$ cat src/hw/rtl/npc_pkg.sv
package npc_pkg;

    localparam int MAX_BOARD_DEF = 16;
    localparam int BOARD_W       = 5;
    localparam int KIND_W        = 2;
    localparam int COUNT_W       = 45;

    typedef logic [COUNT_W-1:0] t_count;

    localparam t_count COUNT_MAX = '1;
    localparam t_count COUNT_ONE = t_count'(1);

    typedef enum logic [KIND_W-1:0] {
        PK_ROOK   = 2'd0,
        PK_QUEEN  = 2'd1,
        PK_AMAZON = 2'd2,
        PK_KNIGHT = 2'd3
    } t_piece;

    typedef enum logic [1:0] {
        TS_IDLE,
        TS_ROOK,
        TS_QUEEN,
        TS_KNIGHT
    } t_top_state;

    typedef enum logic [2:0] {
        QS_IDLE,
        QS_PICK,
        QS_ROOT,
        QS_STEP,
        QS_POP
    } t_q_state;

    typedef enum logic [2:0] {
        KS_IDLE,
        KS_INIT,
        KS_ROW,
        KS_DRAIN,
        KS_SUM,
        KS_SUMEND
    } t_k_state;

    // Status an engine hands back to the top level.
    typedef struct packed {
        logic   done;
        t_count count;
    } t_eng_rsp;

    // Add that sticks at the largest count instead of wrapping.
    function automatic t_count sat_add(t_count a, t_count b);
        logic [COUNT_W:0] s;
        s = {1'b0, a} + {1'b0, b};
        return s[COUNT_W] ? COUNT_MAX : s[COUNT_W-1:0];
    endfunction

endpackage

$ cat src/hw/rtl/npc_qsearch.sv
module npc_qsearch #(
    parameter int MAX_BOARD = npc_pkg::MAX_BOARD_DEF
) (
    input  logic                              i_clk,
    input  logic                              i_rst_n,
    input  logic                              i_start,
    input  logic                              i_amazon,
    input  logic [$clog2(MAX_BOARD+1)-1:0]    i_n,
    output npc_pkg::t_eng_rsp                 o_rsp
);

    localparam int NW = $clog2(MAX_BOARD + 1);
    localparam int IW = (MAX_BOARD > 1) ? $clog2(MAX_BOARD) : 1;
    localparam int FW = 5 * MAX_BOARD;

    typedef logic [MAX_BOARD-1:0] t_mask;

    npc_pkg::t_q_state r_state, n_state;
    logic [NW-1:0]     r_n, n_n;
    logic              r_amz, n_amz;
    logic [IW-1:0]     r_c0, n_c0;
    logic              r_mid, n_mid;
    npc_pkg::t_count   r_cnt, n_cnt;
    logic [IW-1:0]     r_lvl, n_lvl;
    t_mask             r_cm, n_cm, r_ld, n_ld, r_rd, n_rd, r_av, n_av, r_pb, n_pb;
    logic              r_done, n_done;

    // One frame per row of the search: attacked columns, both diagonals,
    // columns still to try, and the column taken one row up.
    logic [FW-1:0] frame_mem [MAX_BOARD];
    logic [FW-1:0] r_q;
    logic          mem_we;
    logic [IW-1:0] mem_waddr, mem_raddr;
    logic [FW-1:0] mem_wdata;

    t_mask         full, low, b0, root_av, dsc_cm, dsc_ld, dsc_rd, dsc_km, dsc_av;
    logic [NW-1:0] half;
    logic          search_end;

    always_comb begin
        for (int k = 0; k < MAX_BOARD; k++) begin
            full[k] = (k < int'(r_n));
        end
    end

    assign half    = r_n >> 1;
    assign low     = r_av & (~r_av + t_mask'(1));
    assign b0      = t_mask'(1) << r_c0;
    assign root_av = full & ~(b0 | (b0 << 1) | (b0 >> 1))
                   & ~(r_amz ? ((b0 << 2) | (b0 >> 2)) : '0);
    assign dsc_cm  = r_cm | low;
    assign dsc_ld  = ((r_ld | low) << 1) & full;
    assign dsc_rd  = (r_rd | low) >> 1;
    assign dsc_km  = r_amz ? ((low << 2) | (low >> 2) | (r_pb << 1) | (r_pb >> 1)) : '0;
    assign dsc_av  = full & ~(dsc_cm | dsc_ld | dsc_rd | dsc_km);

    always_ff @(posedge i_clk) begin
        if (mem_we) begin
            frame_mem[mem_waddr] <= mem_wdata;
        end
        r_q <= frame_mem[mem_raddr];
    end

    always_ff @(posedge i_clk) begin
        if (!i_rst_n) begin
            r_state <= npc_pkg::QS_IDLE;
            r_done  <= 1'b0;
            r_cnt   <= '0;
            r_lvl   <= '0;
        end else begin
            r_state <= n_state;
            r_done  <= n_done;
            r_cnt   <= n_cnt;
            r_lvl   <= n_lvl;
        end
    end

    always_ff @(posedge i_clk) begin
        r_n   <= n_n;
        r_amz <= n_amz;
        r_c0  <= n_c0;
        r_mid <= n_mid;
        r_cm  <= n_cm;
        r_ld  <= n_ld;
        r_rd  <= n_rd;
        r_av  <= n_av;
        r_pb  <= n_pb;
    end

    always_comb begin
        n_state    = r_state;
        n_n        = r_n;
        n_amz      = r_amz;
        n_c0       = r_c0;
        n_mid      = r_mid;
        n_cnt      = r_cnt;
        n_lvl      = r_lvl;
        n_cm       = r_cm;
        n_ld       = r_ld;
        n_rd       = r_rd;
        n_av       = r_av;
        n_pb       = r_pb;
        n_done     = 1'b0;
        search_end = 1'b0;
        mem_we     = 1'b0;
        mem_waddr  = r_lvl;
        mem_wdata  = {r_cm, r_ld, r_rd, r_av ^ low, r_pb};
        mem_raddr  = r_lvl - IW'(1);

        unique case (r_state)
            npc_pkg::QS_IDLE: begin
                if (i_start) begin
                    n_n   = i_n;
                    n_amz = i_amazon;
                    n_c0  = '0;
                    n_mid = 1'b0;
                    n_cnt = '0;
                    if (i_n == '0) begin
                        n_cnt  = npc_pkg::COUNT_ONE;
                        n_done = 1'b1;
                    end else begin
                        n_state = npc_pkg::QS_PICK;
                    end
                end
            end
            npc_pkg::QS_PICK: begin
                if (!r_mid && (NW'(r_c0) != half)) begin
                    n_state = npc_pkg::QS_ROOT;
                end else if (!r_mid) begin
                    // Left half done: count it twice for the mirror image.
                    n_cnt = npc_pkg::sat_add(r_cnt, r_cnt);
                    n_mid = 1'b1;
                    if (r_n[0]) begin
                        n_state = npc_pkg::QS_ROOT;
                    end else begin
                        n_state = npc_pkg::QS_IDLE;
                        n_done  = 1'b1;
                    end
                end else begin
                    n_state = npc_pkg::QS_IDLE;
                    n_done  = 1'b1;
                end
            end
            npc_pkg::QS_ROOT: begin
                if (r_n == NW'(1)) begin
                    n_cnt      = npc_pkg::sat_add(r_cnt, npc_pkg::COUNT_ONE);
                    search_end = 1'b1;
                end else begin
                    n_cm    = b0;
                    n_ld    = (b0 << 1) & full;
                    n_rd    = b0 >> 1;
                    n_av    = root_av;
                    n_pb    = b0;
                    n_lvl   = IW'(1);
                    n_state = npc_pkg::QS_STEP;
                end
            end
            npc_pkg::QS_STEP: begin
                if (r_av == '0) begin
                    if (r_lvl == IW'(1)) begin
                        search_end = 1'b1;
                    end else begin
                        n_state = npc_pkg::QS_POP;
                    end
                end else if (NW'(r_lvl) == r_n - NW'(1)) begin
                    n_av  = r_av ^ low;
                    n_cnt = npc_pkg::sat_add(r_cnt, npc_pkg::COUNT_ONE);
                end else begin
                    mem_we = 1'b1;
                    n_cm   = dsc_cm;
                    n_ld   = dsc_ld;
                    n_rd   = dsc_rd;
                    n_av   = dsc_av;
                    n_pb   = low;
                    n_lvl  = r_lvl + IW'(1);
                end
            end
            npc_pkg::QS_POP: begin
                {n_cm, n_ld, n_rd, n_av, n_pb} = r_q;
                n_lvl   = r_lvl - IW'(1);
                n_state = npc_pkg::QS_STEP;
            end
            default: begin
                n_state = npc_pkg::QS_IDLE;
            end
        endcase

        if (search_end) begin
            if (!r_mid) begin
                n_c0 = r_c0 + IW'(1);
            end
            n_state = npc_pkg::QS_PICK;
        end
    end

    assign o_rsp.done  = r_done;
    assign o_rsp.count = r_cnt;

endmodule

$ cat config.mk
export PLATFORM = sky130hd
export DESIGN_NAME = npc_qsearch
export DESIGN_NICKNAME = d
export VERILOG_FILES = /design/src/hw/rtl/npc_pkg.sv /design/src/hw/rtl/npc_qsearch.sv
export SDC_FILE = /design/constraint.sdc
export NUM_CORES = 2
export LEC_CHECK = 0
export BUFFER_PORTS_ARGS = -buffer_cell sky130_fd_sc_hd__buf_2
export CAP_MARGIN = 10
export CORE_AREA = 2 2 357 288
export CTS_CLUSTER_DIAMETER = 30
export CTS_CLUSTER_SIZE = 20
export DETAILED_ROUTE_END_ITERATION = 10
export DIE_AREA = 0 0 359 290
export PLACE_DENSITY = 0.75
export SLEW_MARGIN = 5
export SYNTH_ARGS = -nofsm -noshare
export SYNTH_HDL_FRONTEND = slang
export SYNTH_SLANG_ARGS = --single-unit
$ cat constraint.sdc
create_clock -name i_clk -period 8.6 [get_ports i_clk]
set_input_delay 0 -clock i_clk [delete_from_list [all_inputs] [get_ports i_clk]]
set_output_delay 0 -clock i_clk [all_outputs]
set_load 0.05 [all_outputs]
==> impl_metrics.toml <==
[layout]
fin_area_um2 = 65500
fin_cells = 4553
final_common_cell = "edfxtp_1"
seq_area_um2 = 42200
layout-drive-gt1-share_pct = 26.9
nNetsFinal = 3088
area_growth_pct = 15.1
fill_cells = 6291
multi_input_area_um2 = 14100
final_cell_mix = "1317 x edfxtp_1, 385 x mux4_2, 185 x clkbuf_16"
final_core_util_pct = 65.3

[placed_design]
placed_cells = 4186
place_worst_setup_slack_ns = 3.70
port_buffers = 54
place_area_um2 = 58900
hpwl_um = 78800
globalplace.congestion = 0.981

[worst_setup_path]
crit_chain = "inv_1, ha_1, and3b_1, o21ai_0, a211oi_1, nor2_1, nand3_1, nor2_4, buf_4"
path_max_fanout = 50
cpPeakStageDelay_ns = 0.99
slowest_stage = "buf_4"
arrival_ns = 5.24
end_kind = "flop"
worstPathRequired_ns = 9.01
cp-start-kind = "flop"
r2r_slack_ns = 3.77
setup.worst_path.class = "reg -> reg"
r2r_start = "r_n[1]"
r2r_end = "frame_mem[8][34]"
reg2reg_depth = 9

[synth]
synth-main-ff-cell = "edfxtp_1"
synth_top_family_by_area = "multiplexers"
synth_area_um2 = 56900
synth-adder-area-share_pct = 0.308
seq_area_frac_synth_pct = 74.2
synthXorXnorAreaFrac_pct = 0.508
synth_fp_nets = 2952
synth_seq_cells = 1451
syn_avg_cell_area_um2 = 19.4
synthCells = 2929
ys_types = 80
synth_compound_area_share_pct = 4.27
synthArstFlopShare_pct = 0
yosys.area_share.simple_pct = 4.01
yosys_warnings = 0
synth-edff-count = 1317
muxShareOfSynthArea_pct = 15.3

[power]
power_density_nw_per_um2 = 254
irDropWorstVdd_mv = 0.218
total_power_mw = 16.7
leakage_nw = 20.4

[drt]
drtIter0Drc = 4863
drc = 0
vias = 31256
routed_wl_um = 146000
viasPerCell = 6.86
wl_per_cell_um = 32.0
drtAntennaViolNets = 0
firstDrtPassIters = 8

[timing]
min_period_ns = 4.83
setup-tns-final_ns = 0
slew_headroom_pct = 14.4
worst_slack_ns = 3.77
final_hold_viol_count = 0
post-route-period-util_pct = 56.2
clock.fmax_mhz = 207
rsz0062_at_grt = "false"
fin_skew_ns = 0.0236
slew_viol_final = 0
worst_pin_slew_ns = 1.28
final-setup-viol-count = 0
fin_hold_ws_ns = 0.276

[worst_hold_path]
hp-class = "in -> reg"
hold_path_startpoint = "i_start"
hold_path_end = "r_state[1]"
hold_depth = 5

[floorplanning]
initial_utilization_pct = 56.7
core_area_um2 = 100000
num_rows = 104
die_h_um = 290
num_io_pins = 55
die_w_um = 359
dieArea_um2 = 104000

[grt]
grt.overflow.total = 0
grt_pass1_vias = 30801
antenna_found_initial = 0
grt_usage_pct = 28.2
grt_pass1_wl_um = 214000
grt_max_degree = 108

[job]
drv_cap = 0

[cts]
numCtsBuffers = 183
cts-root-buf = "clkbuf_16"
cts_max_path_buffers = 3
post_cts_resized = 0
cts_tree = "done"
cts_sinks = 1451
clk_pin_slew_ns = 0.06
clk_latency_ns = 0.81
htreeDepth = 4

[run_status]
status = "finished, final reports clean"
worst max-delay path: cells and delay by family, from the launching register on:
family | cells | cell delay, ns
buf+inv | 2 | 1.10
simple gates | 4 | 1.79
fa+ha+maj | 1 | 0.26
compound gates | 2 | 0.66
flops | 1 | 0.57
cells by family after synthesis:
| logic type | after synthesis |
|---|---|
| DFF | 1451 |
| and+or+nand+nor | 445 |
| AOI/OAI and AO/OA | 392 |
| muxes | 387 |
| buffers and inverters | 207 |
| xor gates and xnor gates | 33 |
| adders and majority gates | 14 |
state kept, by name, summed over array words and instances, names as in the netlist:
signal,cells
frame_mem,1232
mem_waddr,4
r_amz,1
r_av,16
r_c0,4
r_cm,16
r_cnt,45
r_done,1
r_ld,15
r_mid,1
r_n,5
r_pb,16
r_q,77
r_rd,15
r_state,3
synthesized netlist by cell type, types with 10 or more instances:
cell	n	share of area (%)
dfxtp_1	134	4.7
nand2_1	117	0.77
xor2_1	10	0.15
nor4_1	22	0.24
buf_1	28	0.18
and2_1	15	0.16
nand3_1	70	0.62
a21oi_1	46	0.40
edfxtp_1	1317	69
nor2_1	85	0.56
inv_1	25	0.16
buf_2	29	0.26
a211oi_1	10	0.13
nor2b_1	11	0.12
xnor2_1	23	0.35
a31oi_1	49	0.54
ha_1	14	0.31
and3_1	15	0.16
nand4_1	25	0.27
nor3_1	36	0.32
o21ai_0	176	1.5
o211ai_1	18	0.24
clkbuf_1	122	0.80
mux4_2	385	15
area by class of cell:
cell class                 instances  area share, %
clock buffer                     202           7.23
inverter                          26          0.149
antenna                            1        0.00382
clock inverter                   145           2.53
multi-input combinational       1271           21.5
tap                             1325           2.53
sequential                      1451           64.5
timing repair buffer             132           1.60
power by group:
group          leakage [nW]  total, mW  internal (mW)  switching, mW
combinational          4.36      0.895          0.382          0.513
sequential             13.0       7.95           7.76          0.190
clock                  3.06       7.82           4.59           3.23
worst max-delay path by stage:
stage          slack [ns]                end  cells after the start          from
6_report             3.77   frame_mem[8][34]                      9        r_n[1]
5_1_grt              3.34            r_q[33]                      5  mem_waddr[0]
4_1_cts              3.67             r_q[2]                      5  mem_waddr[0]
3_5_place_dp         3.70            r_q[33]                      5  mem_waddr[0]
3_3_place_gp         3.79  frame_mem[14][48]                      9        r_n[1]
2_1_floorplan        0.61    frame_mem[1][0]                     10        r_n[1]
layer usage:
| layer | share of wire [%] | vias up | GRT usage (%) |
|---|---|---|---|
| li1 | - | 12488 | - |
| met1 | 40 | 16385 | 42.7 |
| met2 | 46 | 2092 | 41.9 |
| met3 | 11 | 291 | 5.95 |
| met4 | 2.8 | 0 | 8.89 |
| met5 | 0 | - | 0 |
repair_timing:
item	CTS	global route
setup buffers	0	0
setup endpoints to repair	0	0
hold buffers	15	0
endpoints found under the hold margin	69	0
(Power assumes the default switching activity.)
